File: src/rtl/dts_pkg.sv
// Shared types and constants for the duration-to-seconds parser.
// Holds the phase encoding, character classes and time weights; no dependencies.
`default_nettype none

package dts_pkg;

    localparam int unsigned VALUE_W = 32;

    localparam logic [VALUE_W-1:0] SEC_PER_MIN  = 32'd60;
    localparam logic [VALUE_W-1:0] MIN_PER_HOUR = 32'd60;
    localparam logic [VALUE_W-1:0] HOUR_PER_DAY = 32'd24;
    localparam logic [VALUE_W-1:0] DAY_PER_WEEK = 32'd7;
    localparam logic [VALUE_W-1:0] SEC_PER_HOUR = 32'(SEC_PER_MIN * MIN_PER_HOUR);
    localparam logic [VALUE_W-1:0] SEC_PER_DAY  = 32'(SEC_PER_HOUR * HOUR_PER_DAY);
    localparam logic [VALUE_W-1:0] SEC_PER_WEEK = 32'(SEC_PER_DAY * DAY_PER_WEEK);
    localparam logic [VALUE_W-1:0] SEC_PER_SEC  = 32'd1;
    localparam logic [VALUE_W-1:0] DIGIT_BASE   = 32'd10;

    localparam logic [7:0] CHAR_ZERO  = 8'h30;
    localparam logic [7:0] CHAR_NINE  = 8'h39;
    localparam logic [7:0] CHAR_PLUS  = 8'h2B;
    localparam logic [7:0] CHAR_MINUS = 8'h2D;
    localparam logic [7:0] CHAR_P     = 8'h50;
    localparam logic [7:0] CHAR_W     = 8'h57;
    localparam logic [7:0] CHAR_D     = 8'h44;
    localparam logic [7:0] CHAR_T     = 8'h54;
    localparam logic [7:0] CHAR_H     = 8'h48;
    localparam logic [7:0] CHAR_M     = 8'h4D;
    localparam logic [7:0] CHAR_S     = 8'h53;

    typedef enum logic [4:0] {
        PH_SIGN = 5'b00001,
        PH_P    = 5'b00010,
        PH_DATE = 5'b00100,
        PH_TIME = 5'b01000,
        PH_DONE = 5'b10000
    } phase_t;

    typedef enum logic [3:0] {
        CC_OTHER,
        CC_PLUS,
        CC_MINUS,
        CC_P,
        CC_W,
        CC_D,
        CC_T,
        CC_H,
        CC_M,
        CC_S,
        CC_DIGIT
    } char_class_t;

    typedef struct packed {
        char_class_t cls;
        logic [3:0]  digit;
    } char_info_t;

endpackage

`default_nettype wire

File: src/rtl/duration_to_seconds_parser.sv
// Usage notes for duration_to_seconds_parser.
// The input channel (s_valid/s_ready) carries one word per character of a
// duration string such as "-P1DT2H30M5S" (s_kind = 0), followed by an end
// word (s_kind = 1) whose s_character is ignored. Character words produce no
// result; each end word produces one result word on the output channel
// (m_valid/m_ready) with m_ok and the signed total m_seconds (0 when not ok).
// Words enter an input register and are parsed by one short step of logic
// into the parser state, so one word is taken every cycle unless an end
// word waits for the busy output register, which holds each result.
// A stalled receiver blocks only end words: character words keep flowing
// while a result waits, and s_ready drops only when an end word needs the
// occupied output register. The constant multiply by the designator weight
// plus the running add sets the cycle time.
// After an end word the parser returns to its starting state, ready for the
// next string. aresetn (synchronous, active low) empties both registers and
// clears the parser state.
// Depends on dts_pkg and dts_char_decode.
`default_nettype none

module duration_to_seconds_parser
    import dts_pkg::*;
(
    input  wire logic               aclk,
    input  wire logic               aresetn,
    input  wire logic               s_valid,
    output logic                    s_ready,
    input  wire logic               s_kind,
    input  wire logic [7:0]         s_character,
    output logic                    m_valid,
    input  wire logic               m_ready,
    output logic                    m_ok,
    output logic signed [VALUE_W-1:0] m_seconds
);

    logic               in_valid_reg, in_valid_next;
    logic               in_kind_reg;
    logic [7:0]         in_char_reg;

    phase_t             phase_reg, phase_next;
    logic               negative_reg, negative_next;
    logic               failed_reg, failed_next;
    logic [VALUE_W-1:0] number_reg, number_next;
    logic [VALUE_W-1:0] total_reg, total_next;

    logic               m_valid_reg, m_valid_next;
    logic               m_ok_reg, m_ok_next;
    logic [VALUE_W-1:0] m_seconds_reg, m_seconds_next;

    char_info_t         info;
    logic               out_free;
    logic               advance;
    logic               step;
    logic               end_step;
    logic [VALUE_W-1:0] weight;
    logic [VALUE_W-1:0] product;
    logic [VALUE_W-1:0] accum;
    logic [VALUE_W-1:0] number_digit;

    dts_char_decode u_decode (
        .character (in_char_reg),
        .info      (info)
    );

    // Only an end word needs the output register; characters always advance.
    assign out_free = !m_valid_reg || m_ready;
    assign advance  = !in_kind_reg || out_free;
    assign step     = in_valid_reg && advance;
    assign end_step = step && in_kind_reg;
    assign s_ready  = !in_valid_reg || advance;

    always_comb begin
        unique case (info.cls)
            CC_W:    weight = SEC_PER_WEEK;
            CC_D:    weight = SEC_PER_DAY;
            CC_H:    weight = SEC_PER_HOUR;
            CC_M:    weight = SEC_PER_MIN;
            default: weight = SEC_PER_SEC;
        endcase
    end

    assign product      = VALUE_W'(number_reg * weight);
    assign accum        = total_reg + product;
    assign number_digit = VALUE_W'(number_reg * DIGIT_BASE) + {28'd0, info.digit};

    always_comb begin
        in_valid_next = in_valid_reg;
        if (s_valid && s_ready) begin
            in_valid_next = 1'b1;
        end else if (advance) begin
            in_valid_next = 1'b0;
        end
    end

    always_comb begin
        phase_next    = phase_reg;
        negative_next = negative_reg;
        failed_next   = failed_reg;
        number_next   = number_reg;
        total_next    = total_reg;
        if (end_step) begin
            phase_next    = PH_SIGN;
            negative_next = 1'b0;
            failed_next   = 1'b0;
            number_next   = '0;
            total_next    = '0;
        end else if (step && !failed_reg) begin
            unique case (phase_reg)
                PH_SIGN: begin
                    priority case (info.cls)
                        CC_PLUS:  phase_next = PH_P;
                        CC_MINUS: begin
                            negative_next = 1'b1;
                            phase_next    = PH_P;
                        end
                        CC_P:     phase_next = PH_DATE;
                        default:  failed_next = 1'b1;
                    endcase
                end
                PH_P: begin
                    if (info.cls == CC_P) begin
                        phase_next = PH_DATE;
                    end else begin
                        failed_next = 1'b1;
                    end
                end
                PH_DATE: begin
                    priority case (info.cls)
                        CC_W: begin
                            total_next = accum;
                            phase_next = PH_DONE;
                        end
                        CC_D: begin
                            total_next  = accum;
                            number_next = '0;
                        end
                        CC_T:     phase_next  = PH_TIME;
                        CC_DIGIT: number_next = number_digit;
                        default:  failed_next = 1'b1;
                    endcase
                end
                PH_TIME: begin
                    priority case (info.cls)
                        CC_H, CC_M: begin
                            total_next  = accum;
                            number_next = '0;
                        end
                        CC_S: begin
                            total_next = accum;
                            phase_next = PH_DONE;
                        end
                        CC_DIGIT: number_next = number_digit;
                        default:  failed_next = 1'b1;
                    endcase
                end
                default: failed_next = 1'b1;
            endcase
        end
    end

    always_comb begin
        m_valid_next   = m_valid_reg && !m_ready;
        m_ok_next      = m_ok_reg;
        m_seconds_next = m_seconds_reg;
        if (end_step) begin
            m_valid_next = 1'b1;
            m_ok_next    = !failed_reg;
            if (failed_reg) begin
                m_seconds_next = '0;
            end else if (negative_reg) begin
                m_seconds_next = '0 - total_reg;
            end else begin
                m_seconds_next = total_reg;
            end
        end
    end

    always_ff @(posedge aclk) begin
        if (!aresetn) begin
            in_valid_reg <= 1'b0;
            m_valid_reg  <= 1'b0;
            phase_reg    <= PH_SIGN;
            negative_reg <= 1'b0;
            failed_reg   <= 1'b0;
            number_reg   <= '0;
            total_reg    <= '0;
        end else begin
            in_valid_reg <= in_valid_next;
            m_valid_reg  <= m_valid_next;
            phase_reg    <= phase_next;
            negative_reg <= negative_next;
            failed_reg   <= failed_next;
            number_reg   <= number_next;
            total_reg    <= total_next;
        end
    end

    always_ff @(posedge aclk) begin
        if (s_valid && s_ready) begin
            in_kind_reg <= s_kind;
            in_char_reg <= s_character;
        end
        m_ok_reg      <= m_ok_next;
        m_seconds_reg <= m_seconds_next;
    end

    assign m_valid   = m_valid_reg;
    assign m_ok      = m_ok_reg;
    assign m_seconds = $signed(m_seconds_reg);

`ifndef NO_ASSERTIONS
    a_phase_onehot: assert property (@(posedge aclk) disable iff (!aresetn)
        $onehot(phase_reg))
        else $error("parser phase is not one-hot");

    a_fail_zero: assert property (@(posedge aclk) disable iff (!aresetn)
        m_valid_reg && !m_ok_reg |-> m_seconds_reg == '0)
        else $error("failed result carries a nonzero total");

    a_end_clears: assert property (@(posedge aclk) disable iff (!aresetn)
        end_step |=> phase_reg == PH_SIGN && !failed_reg && !negative_reg
                     && number_reg == '0 && total_reg == '0)
        else $error("parser state not cleared after end word");

    a_fail_sticky: assert property (@(posedge aclk) disable iff (!aresetn)
        failed_reg && !end_step |=> failed_reg)
        else $error("error flag dropped before end word");

    a_no_overwrite: assert property (@(posedge aclk) disable iff (!aresetn)
        end_step |-> !m_valid_reg || m_ready)
        else $error("result register overwritten while stalled");
`endif

endmodule

`default_nettype wire

File: src/rtl/dts_char_decode.sv
// Character classifier for the duration-to-seconds parser.
// Maps an ASCII code to a designator class and a digit value; uses dts_pkg.
`default_nettype none

module dts_char_decode
    import dts_pkg::*;
(
    input  wire logic [7:0] character,
    output char_info_t      info
);

    logic       is_digit;
    logic [7:0] digit_full;

    assign is_digit   = (character >= CHAR_ZERO) && (character <= CHAR_NINE);
    assign digit_full = character - CHAR_ZERO;

    always_comb begin
        info.digit = digit_full[3:0];
        unique case (character)
            CHAR_PLUS:  info.cls = CC_PLUS;
            CHAR_MINUS: info.cls = CC_MINUS;
            CHAR_P:     info.cls = CC_P;
            CHAR_W:     info.cls = CC_W;
            CHAR_D:     info.cls = CC_D;
            CHAR_T:     info.cls = CC_T;
            CHAR_H:     info.cls = CC_H;
            CHAR_M:     info.cls = CC_M;
            CHAR_S:     info.cls = CC_S;
            default:    info.cls = is_digit ? CC_DIGIT : CC_OTHER;
        endcase
    end

endmodule

`default_nettype wire
File: config.mk
export PLATFORM = sky130hd
export DESIGN_NAME = duration_to_seconds_parser
export DESIGN_NICKNAME = d
export VERILOG_FILES = /design/src/rtl/dts_pkg.sv /design/src/rtl/duration_to_seconds_parser.sv /design/src/rtl/dts_char_decode.sv
export SDC_FILE = /design/constraint.sdc
export NUM_CORES = 1
export LEC_CHECK = 0
export BUFFER_PORTS_ARGS = -buffer_cell sky130_fd_sc_hd__buf_2
export CAP_MARGIN = 5
export CELL_PAD_IN_SITES_DETAIL_PLACEMENT = 0
export CELL_PAD_IN_SITES_GLOBAL_PLACEMENT = 1
export CORE_MARGIN = 2
export CORE_UTILIZATION = 32
export CTS_BUF_LIST = sky130_fd_sc_hd__clkbuf_8
export CTS_CLUSTER_DIAMETER = 60
export DETAILED_ROUTE_END_ITERATION = 8
export GPL_TIMING_DRIVEN = 0
export HOLD_SLACK_MARGIN = 0.12
export PLACE_DENSITY_LB_ADDON = 0.1
export SLEW_MARGIN = 10
export SYNTH_ARGS = -nofsm -noshare
export SYNTH_HDL_FRONTEND = slang
export SYNTH_SLANG_ARGS = --single-unit
File: constraint.sdc
create_clock -name aclk -period 23.6 [get_ports aclk]
set_input_delay 1.18 -clock aclk [delete_from_list [all_inputs] [get_ports aclk]]
set_output_delay 1.18 -clock aclk [all_outputs]
set_load 0.02 [all_outputs]
# [Word level (Yosys, flattened, before mapping)]
# Index checks and enable logic that the tools add are counted.
[word_totals] inputBits=13 out_inout_bits=35 ff_bits=115 elab_cells=108
[op_classes] order_cmp=2 n_bitwise=1 muxes=23 multipliers=2 n_reduce_logical=30 add_sub_neg=4 n_eq_ne=35
[op_table] op="$pmux 32 s2" count=4
[op_table] op="$mux 32" count=3
[op_table] op="$pmux 20 s4" count=1
[op_table] op="$eq 8x7->1 const B" count=7
[op_table] op="$pmux 4 s9" count=1
[op_table] op="$add 32x32->32" count=1
[op_table] op="$add 32x4->32" count=1
[op_table] op="$mul 32x3->31 const B" count=1
[op_table] op="$mul 32x32->32" count=1
[op_table] op="$sub 1x32->32 const A" count=1
[op_table] op="$pmux 5 s2" count=2
[op_table] op="$pmux 5 s4" count=1
[op_table] op="$eq 4x3->1 const B" count=4
[op_table] op="$eq 8x6->1 const B" count=2
[op_table] op="$ne 2x2->1 const B" count=8
[op_table] op="$eq 4x4->1 const B" count=3
[op_table] op="$mux 5" count=2
[op_table] op="$eq 4x2->1 const B" count=2
[op_table] op="$ge 8x6->1 const B" count=1
[op_table] op="$le 8x6->1 const B" count=1
[op_table] op="$reduce_and 4->1" count=2
[op_table] op="$reduce_or 2->1" count=4
[op_table] op="$reduce_or 4->1" count=2
[op_table] op="$mux 1" count=7
[op_table] op="other kinds (20)" count=35

# [Logic depth before layout (Yosys ltp)]
# Gate-level depths: netlist of run 1.
[logic_depth] ltp_word=10 ltp_mapped=34 mapped_depth_nobuf=33

# [Cells and area by module]
# Synthesis of run 1 repeated with hierarchy kept, for this count alone.
[hier_totals] hier_cells=2199 hier_area_um2=19508.7
[modules_own_cells] module="duration_to_seconds_parser" seq_area_each_um2=2722.6 area_each_um2=19263.5 instances=1 cells_per_inst=2167
[modules_own_cells] module="dts_char_decode" seq_area_each_um2=0.0 area_each_um2=245.2 instances=1 cells_per_inst=32

# [Worst setup path before layout of run 1]
# Ideal clock, no wire load.
[synth_timing] path_type="reg2reg" startpoint="reg in_char_reg[7]" endpoint="reg total_reg[31]" required_time_ns=23.472 slack_ns=15.298 period_less_slack_ns=8.302 path_stages_with_launch=31 setup_time_ns=0.128 path_buffers=2 arrival_time_ns=8.173 cell_sequence="edfxtp_1 or3b_4 or4_4 a2111oi_4 clkbuf_1 buf_1 nand2_1 nor2_1 nor2_1 fa_1 inv_1 fa_1 ha_1 fa_1 inv_1 fa_1 fa_1 fa_1 inv_1 ha_1 a21o_1 a2111o_1 a31o_2 a31oi_1 nand2b_1 o31ai_1 a211oi_1 o21bai_1 a21oi_1 xnor2_1 a21oi_1"
[synth_between] elab_chain_len=10 word_cells_on_any_way=30 cone_classes="add/sub: 1; mul: 1; order compare: 2; eq/ne: 16; mux: 6; reduce/logical: 4"
[synth_lines] element="from (decl)" line_no="duration_to_seconds_parser.sv:37" rtl="logic [7:0] in_char_reg;"
[synth_lines] element="from (signal assigned)" line_no="duration_to_seconds_parser.sv:200" rtl="in_char_reg <= s_character;"
[synth_lines] element="$ge 8x6->1 / $le 8x6->1 (equally long branches)" line_no="dts_char_decode.sv:15" rtl="assign is_digit = (character >= CHAR_ZERO) && (character <= CHAR_NINE);"
[synth_lines] element="$logic_and 1x1->1" line_no="dts_char_decode.sv:15"
[synth_lines] element="$mux 4" line_no="dts_char_decode.sv:30" rtl="default: info.cls = is_digit ? CC_DIGIT : CC_OTHER;"
[synth_lines] element="$pmux 4 s9 *" line_no="dts_char_decode.sv:20" rtl="unique case (character)"
[synth_lines] element="$eq 4x4->1, or another cell as far along" line_no="duration_to_seconds_parser.sv:72, duration_to_seconds_parser.sv:142"
[synth_lines] element="$pmux 20 s4" line_no="duration_to_seconds_parser.sv:72" rtl="unique case (info.cls)"
[synth_lines] element="$mul 32x32->32" line_no="duration_to_seconds_parser.sv:81" rtl="assign product = VALUE_W'(number_reg * weight);"
[synth_lines] element="$add 32x32->32" line_no="duration_to_seconds_parser.sv:82" rtl="assign accum = total_reg + product;"
[synth_lines] element="$mux 32, on equally long branches" line_no="duration_to_seconds_parser.sv:142, duration_to_seconds_parser.sv:127"
[synth_lines] element="$pmux 32 s2" line_no="duration_to_seconds_parser.sv:107" rtl="unique case (phase_reg)"
[synth_lines] element="to (signal assigned)" line_no="duration_to_seconds_parser.sv:193" rtl="total_reg <= total_next;"
[synth_lines] element="to (decl)" line_no="duration_to_seconds_parser.sv:43" rtl="logic [VALUE_W-1:0] total_reg, total_next;"
# Every way passes the cells marked *; elsewhere a longest branch is shown, timed or not. The select of a mux whose other input is x is not followed.
# A chain may end at the register's enable or synchronous reset.

# [Worst setup path in the final report of run 1]
# Ends and elaborated chain as after synthesis.

==> results.cfg, run 1 <==
[finish]
final_common_cell = inv_1
n_fill_cell = 6257
mostFrequentLayoutCells = 451 x inv_1, 288 x fa_1, 220 x ha_1
drive_gt1_frac = 0.0506
syn2layout_area_growth_pct = 8.74
stdcell_count = 3025
final_nets = 2759
post-route-util = 0.353

[timing]
final.setup_skew_ns = 0.0196
hold_ws_ns = 0.492
tns_ns = 0
tightest_slew_ns = 0.964
finalHoldViolCount = 0
setup_viol = 0
maxSlewHeadroom = 0.351
post-route-min-period_ns = 10.52
rsz0062_at_grt = false
period_share = 0.446
max_freq_mhz = 95.0
slew_viol_final = 0

[grt]
grt_max_degree = 23
grt-ovfl-total = 0
track_usage = 0.196
grt_pass1_vias = 15059
grt_first_pass_wirelength_um = 91800
antenna_found_initial = 3

[route]
via_per_inst = 4.77
num_vias = 14429
drt-total-wl_um = 59000
drc_errors = 0
dr.pass1.iters = 5
drt_iter0_markers = 663
ant_nets = 0
avgRoutedWirePerCell_um = 19.5

[critical_path]
crit_required_ns = 23.94
crit_slowest_cell = clkbuf_1
crit_path_max_incr_delay_ns = 0.76
cp_data_arrival_time_ns = 10.87
path_max_fanout = 10
crit_top_cell = fa_1
r2r_cells = 30
worstSetupPathType = register to register
start_kind = register
worstSetupEndpointType = register

[clocking]
cts-resized-gates = 0
clock_latency_ns = 0.48
cts_made_buffers = 17
root_buffer = clkbuf_8
cts_hold_buf = 0
cts_sinks = 115
post_cts_buffers = 0
cts_tree = yes
path_clk_slew_ns = 0.08
clock_path_buffers = 2
htreeDepth = 4

[synth]
synthCells = 2169
synth_nets = 2690
ys_seq_elements = 115
synth-edff-count = 42
synthArstFlopShare = 0
ys_types = 71
synth_area_leaders = fa_1 30%, ha_1 14%, inv_1 8.8%
ys_warn_count = 0
yosys.area.top_type = fa_1
yosysTopAreaCellShare = 0.300
syn_area_um2 = 19200
ys_seq_area_frac = 0.142
synth-main-ff-cell = dfxtp_1
syn_area_per_cell_um2 = 8.85

[placed_design]
gp_congestion = 0.834
dp_hpwl_um = 51000
port_buffers = 47
placed_cells = 2992

[die]
die_x_um = 249
fp-row-count = 89
die-area_um2 = 62000
start_util = 0.325
chipHeight_um = 249
io_pins = 48
core_um2 = 59100

[power]
ir_drop_mv = 0.0208
power.density_nw_per_um2 = 20.1
p_leak_nw = 10.8

[job]
cap_violations = 0

[min_path]
hold_depth = 2
hold_class = register to register

[status]
status = finished, final reports clean
==> metal layers <==
layer | vias to the layer above | wire length (um) | track usage
li1 | 7040 | - | -
met1 | 7162 | 28900 | 0.280
met2 | 194 | 28000 | 0.327
met3 | 33 | 1450 | 0.0193
met4 | 0 | 660 | 0.0287
met5 | - | 0 | 0
==> path summary, 6_finish.rpt <==
check / start / endpoint / slack (ns)
setup / recovery: in_char_reg[7] / total_reg[31] / 13.08
hold / removal: phase_reg[0] / phase_reg[0] / 0.49
setup reg to reg: in_char_reg[7] / total_reg[31] / 13.08
hold reg to reg: phase_reg[0] / phase_reg[0] / 0.49
==> report_power, final <==
part	internal, mW	switching [mW]
clock network	0.0966	0.0981
logic	0.00423	0.0128
registers	0.207	0.00160
==> synth_stat cells, types with 6 or more instances <==
master	number
o211ai_1	6
fa_1	288
a22oi_1	10
inv_1	451
or3_1	12
a21o_1	28
and2_1	93
a31oi_1	8
edfxtp_1	42
or4_1	7
xor2_1	62
a211oi_1	11
o21a_1	15
clkbuf_1	53
nor4_1	11
nor2b_1	12
o21ai_0	49
nor2_1	141
a21oi_1	98
a21boi_0	6
dfxtp_1	73
nor3_1	27
nand3_1	26
or2_2	14
nand2_1	203
and3_1	10
nand3b_1	6
ha_1	220
xnor2_1	68
o31ai_1	12
nand2b_1	18
==> worst max-delay path, delay by kind of cell, from the launching register on <==
family / cells / cell delay [ns]
AND/OR/NAND/NOR: 6 / 2.11
adder cells (fa/ha/maj): 8 / 3.35
buffers and inverters: 5 / 1.59
XOR/XNOR: 1 / 0.16
AO/OA/AOI/OAI: 10 / 2.75
flip-flops: 1 / 0.41
==> layout make-up <==
type | instances | area, um^2 | share of cell area
multi-input combinational | 1545 | 14600 | 0.699
tap | 773 | 967 | 0.0463
clock inverter | 15 | 171 | 0.00821
antenna | 1 | 2.50 | 0.000120
clock buffer | 17 | 234 | 0.0112
sequential | 115 | 2720 | 0.130
buffer | 58 | 218 | 0.0104
timing repair buffer | 50 | 282 | 0.0135
inverter | 451 | 1690 | 0.0811
==> through the flow <==
| stage | cell area (um^2) | worst slack, ns | total power [mW] |
|---|---|---|---|
| final | 20900 | 13.08 | 0.420 |
| after global routing | 20900 | 12.60 | 0.437 |
| after CTS | 20900 | 13.11 | 0.426 |
| after detailed placement | 20500 | 13.16 | 0.230 |
| after global placement | 20400 | 13.14 | 0.230 |
| after floorplan | 19200 | 15.30 | 0.222 |
==> cell families (layout without fill, tap and decap cells) <==
kind of cell,count (synthesis),count (layout),share of synthesized area
xor gates and xnor gates,131,131,0.0601
DFF,115,115,0.142
muxes,7,7,0.00378
other,0,1,0
buffers and inverters,509,591,0.0995
and+or+nand+nor,603,603,0.151
adders and majority gates,508,508,0.444
AOI/OAI and AO/OA,296,296,0.0998
Note: power is estimated with default switching activity, not from simulation.
==> run 2, diff against run 1 <==
==> constraint.sdc (replaced) <==
create_clock -name aclk -period 9.25 [get_ports aclk]
set_input_delay 0.4625 -clock aclk [delete_from_list [all_inputs] [get_ports aclk]]
set_output_delay 0.4625 -clock aclk [all_outputs]
set_load 0.02 [all_outputs]
==> results.cfg, run 2 (same netlist as run 1, synthesis figures left out) <==
[status]
status = finished, final reports clean

[clocking]
cts_tree = yes
path_clk_slew_ns = 0.08
clock_path_buffers = 2
htreeDepth = 4
root_buffer = clkbuf_8
clock_latency_ns = 0.48
cts_made_buffers = 17
cts_sinks = 115

[power]
p_leak_nw = 10.9
combPwrFrac = 0.042
p_sw_mw = 0.289
power.internal_mw = 0.787
fin_total_pwr_mw = 1.08
clockPowerShare = 0.462
switching_share = 0.269
ir_drop_mv = 0.0532
power.density_nw_per_um2 = 51.1
seqPwrFrac = 0.495

[job]
cap_violations = 0

[die]
fp-row-count = 89
chipHeight_um = 249
io_pins = 48
die_x_um = 249
core_um2 = 59100
die-area_um2 = 62000
start_util = 0.325

[critical_path]
path_max_fanout = 10
start_kind = register
crit_path_max_incr_delay_ns = 0.63
crit_slowest_cell = or4_4
crit_top_cell = fa_1
cp_data_arrival_time_ns = 9.14
worstSetupPathType = register to register
timing.reg2reg.setup_slack_ns = 0.45
worstSetupEndpointType = register
crit_required_ns = 9.59

[placed_design]
placed_cells = 2992
port_buffers = 47
gp_congestion = 0.834
dp_hpwl_um = 51000

[timing]
tightest_slew_ns = 0.958
slew_viol_final = 0
final.setup_skew_ns = 0.0197
finalHoldViolCount = 0
maxSlewHeadroom = 0.356
post-route-min-period_ns = 8.80
max_freq_mhz = 114
setup_viol = 0
period_share = 0.951
hold_ws_ns = 0.162
rsz0062_at_grt = false

[route]
via_per_inst = 4.79
drt-total-wl_um = 59300
ant_nets = 0
avgRoutedWirePerCell_um = 19.6
drt_iter0_markers = 704
num_vias = 14506
dr.pass1.iters = 5
drc_errors = 0

[finish]
final_common_cell = inv_1
mostFrequentLayoutCells = 449 x inv_1, 288 x fa_1, 220 x ha_1
final_nets = 2765
stdcell_count = 3031
syn2layout_area_growth_pct = 9.62
n_fill_cell = 6254
drive_gt1_frac = 0.0638

[grt]
grt_max_degree = 23
grt_pass1_vias = 15089
grt_first_pass_wirelength_um = 92000
antenna_found_initial = 3
grt-ovfl-total = 0
track_usage = 0.197

[min_path]
hold_class = input port to register
## run 2: changes by cell type in the layout (fill, tap and decap cells not counted), moves of 3 or more
cell           previous run  this run
buf_4                     1         5
buf_6                     1         4
clkbuf_1                 53        42
clkbuf_2                  0         7
dlygate4sd3_1             0         3
nor2_1                  140       135
nor2_4                    1         4
## run 2: worst paths after layout
check,from,cells after the start,endpoint
worst max-delay path,in_char_reg[7],28,total_reg[31]
worst min-delay path,s_kind,1,in_kind_reg
worst max register to register,in_char_reg[7],28,total_reg[31]
worst min register to register,phase_reg[0],2,phase_reg[0]
## run 2: cell type report
class / count / area [um^2] / area share
multi-input combinational: 1545 / 14700 / 0.697
timing repair buffer: 57 / 342 / 0.0162
sequential: 115 / 2720 / 0.129
clock inverter: 15 / 171 / 0.00814
buffer: 57 / 249 / 0.0118
clock buffer: 17 / 234 / 0.0111
inverter: 451 / 1690 / 0.0804
antenna: 1 / 2.50 / 0.000119
tap: 773 / 967 / 0.0459
## run 2: through the flow
stage | setup TNS, ns | cell area, um^2 | setup slack, ns | util
after CTS | 0 | 20900 | 0.0325 | 0.354
after detailed placement | -10.55 | 20500 | -1.19 | 0.346
final | 0 | 21000 | 0.451 | 0.356
after global placement | -10.21 | 20400 | -1.21 | 0.345
after global routing | 0 | 21000 | 0.00141 | 0.356
after floorplan | 0 | 19200 | 0.948 | -
## run 2: worst max-delay path, delay by kind of cell (launching register included)
family          cells  cell delay [ns]
compound gates      8             1.56
xor+xnor            1             0.16
fa+ha+maj           8             4.00
buf+inv             5             0.72
flops               1             0.41
simple gates        6             1.75
## run 2: layer usage
layer | up-vias | global-route usage | part of all wire
li1 | 7057 | - | -
met3 | 34 | 0.0194 | 0.025
met2 | 191 | 0.328 | 0.47
met1 | 7224 | 0.281 | 0.49
met4 | 0 | 0.0291 | 0.011
met5 | - | 0 | 0
## run 2: timing repair
item | in CTS | in global routing
hold buffers | 2 | 1
endpoints found under the setup margin | 17 | 8
pin swaps | 1 | 2
hold endpoints to repair | 2 | 1
resized for setup | 16 | 32
buffers inserted | 2 | 2
## run 2: power by group through the flow
| stage | registers, mW | logic (mW) | clock network (mW) |
|---|---|---|---|
| after floorplan | 0.546 | 0.0209 | 0 |
| after global placement | 0.544 | 0.0421 | 0 |
| after detailed placement | 0.544 | 0.0441 | 0 |
| after CTS | 0.532 | 0.0454 | 0.512 |
| after global routing | 0.533 | 0.0500 | 0.535 |
| final | 0.532 | 0.0457 | 0.497 |
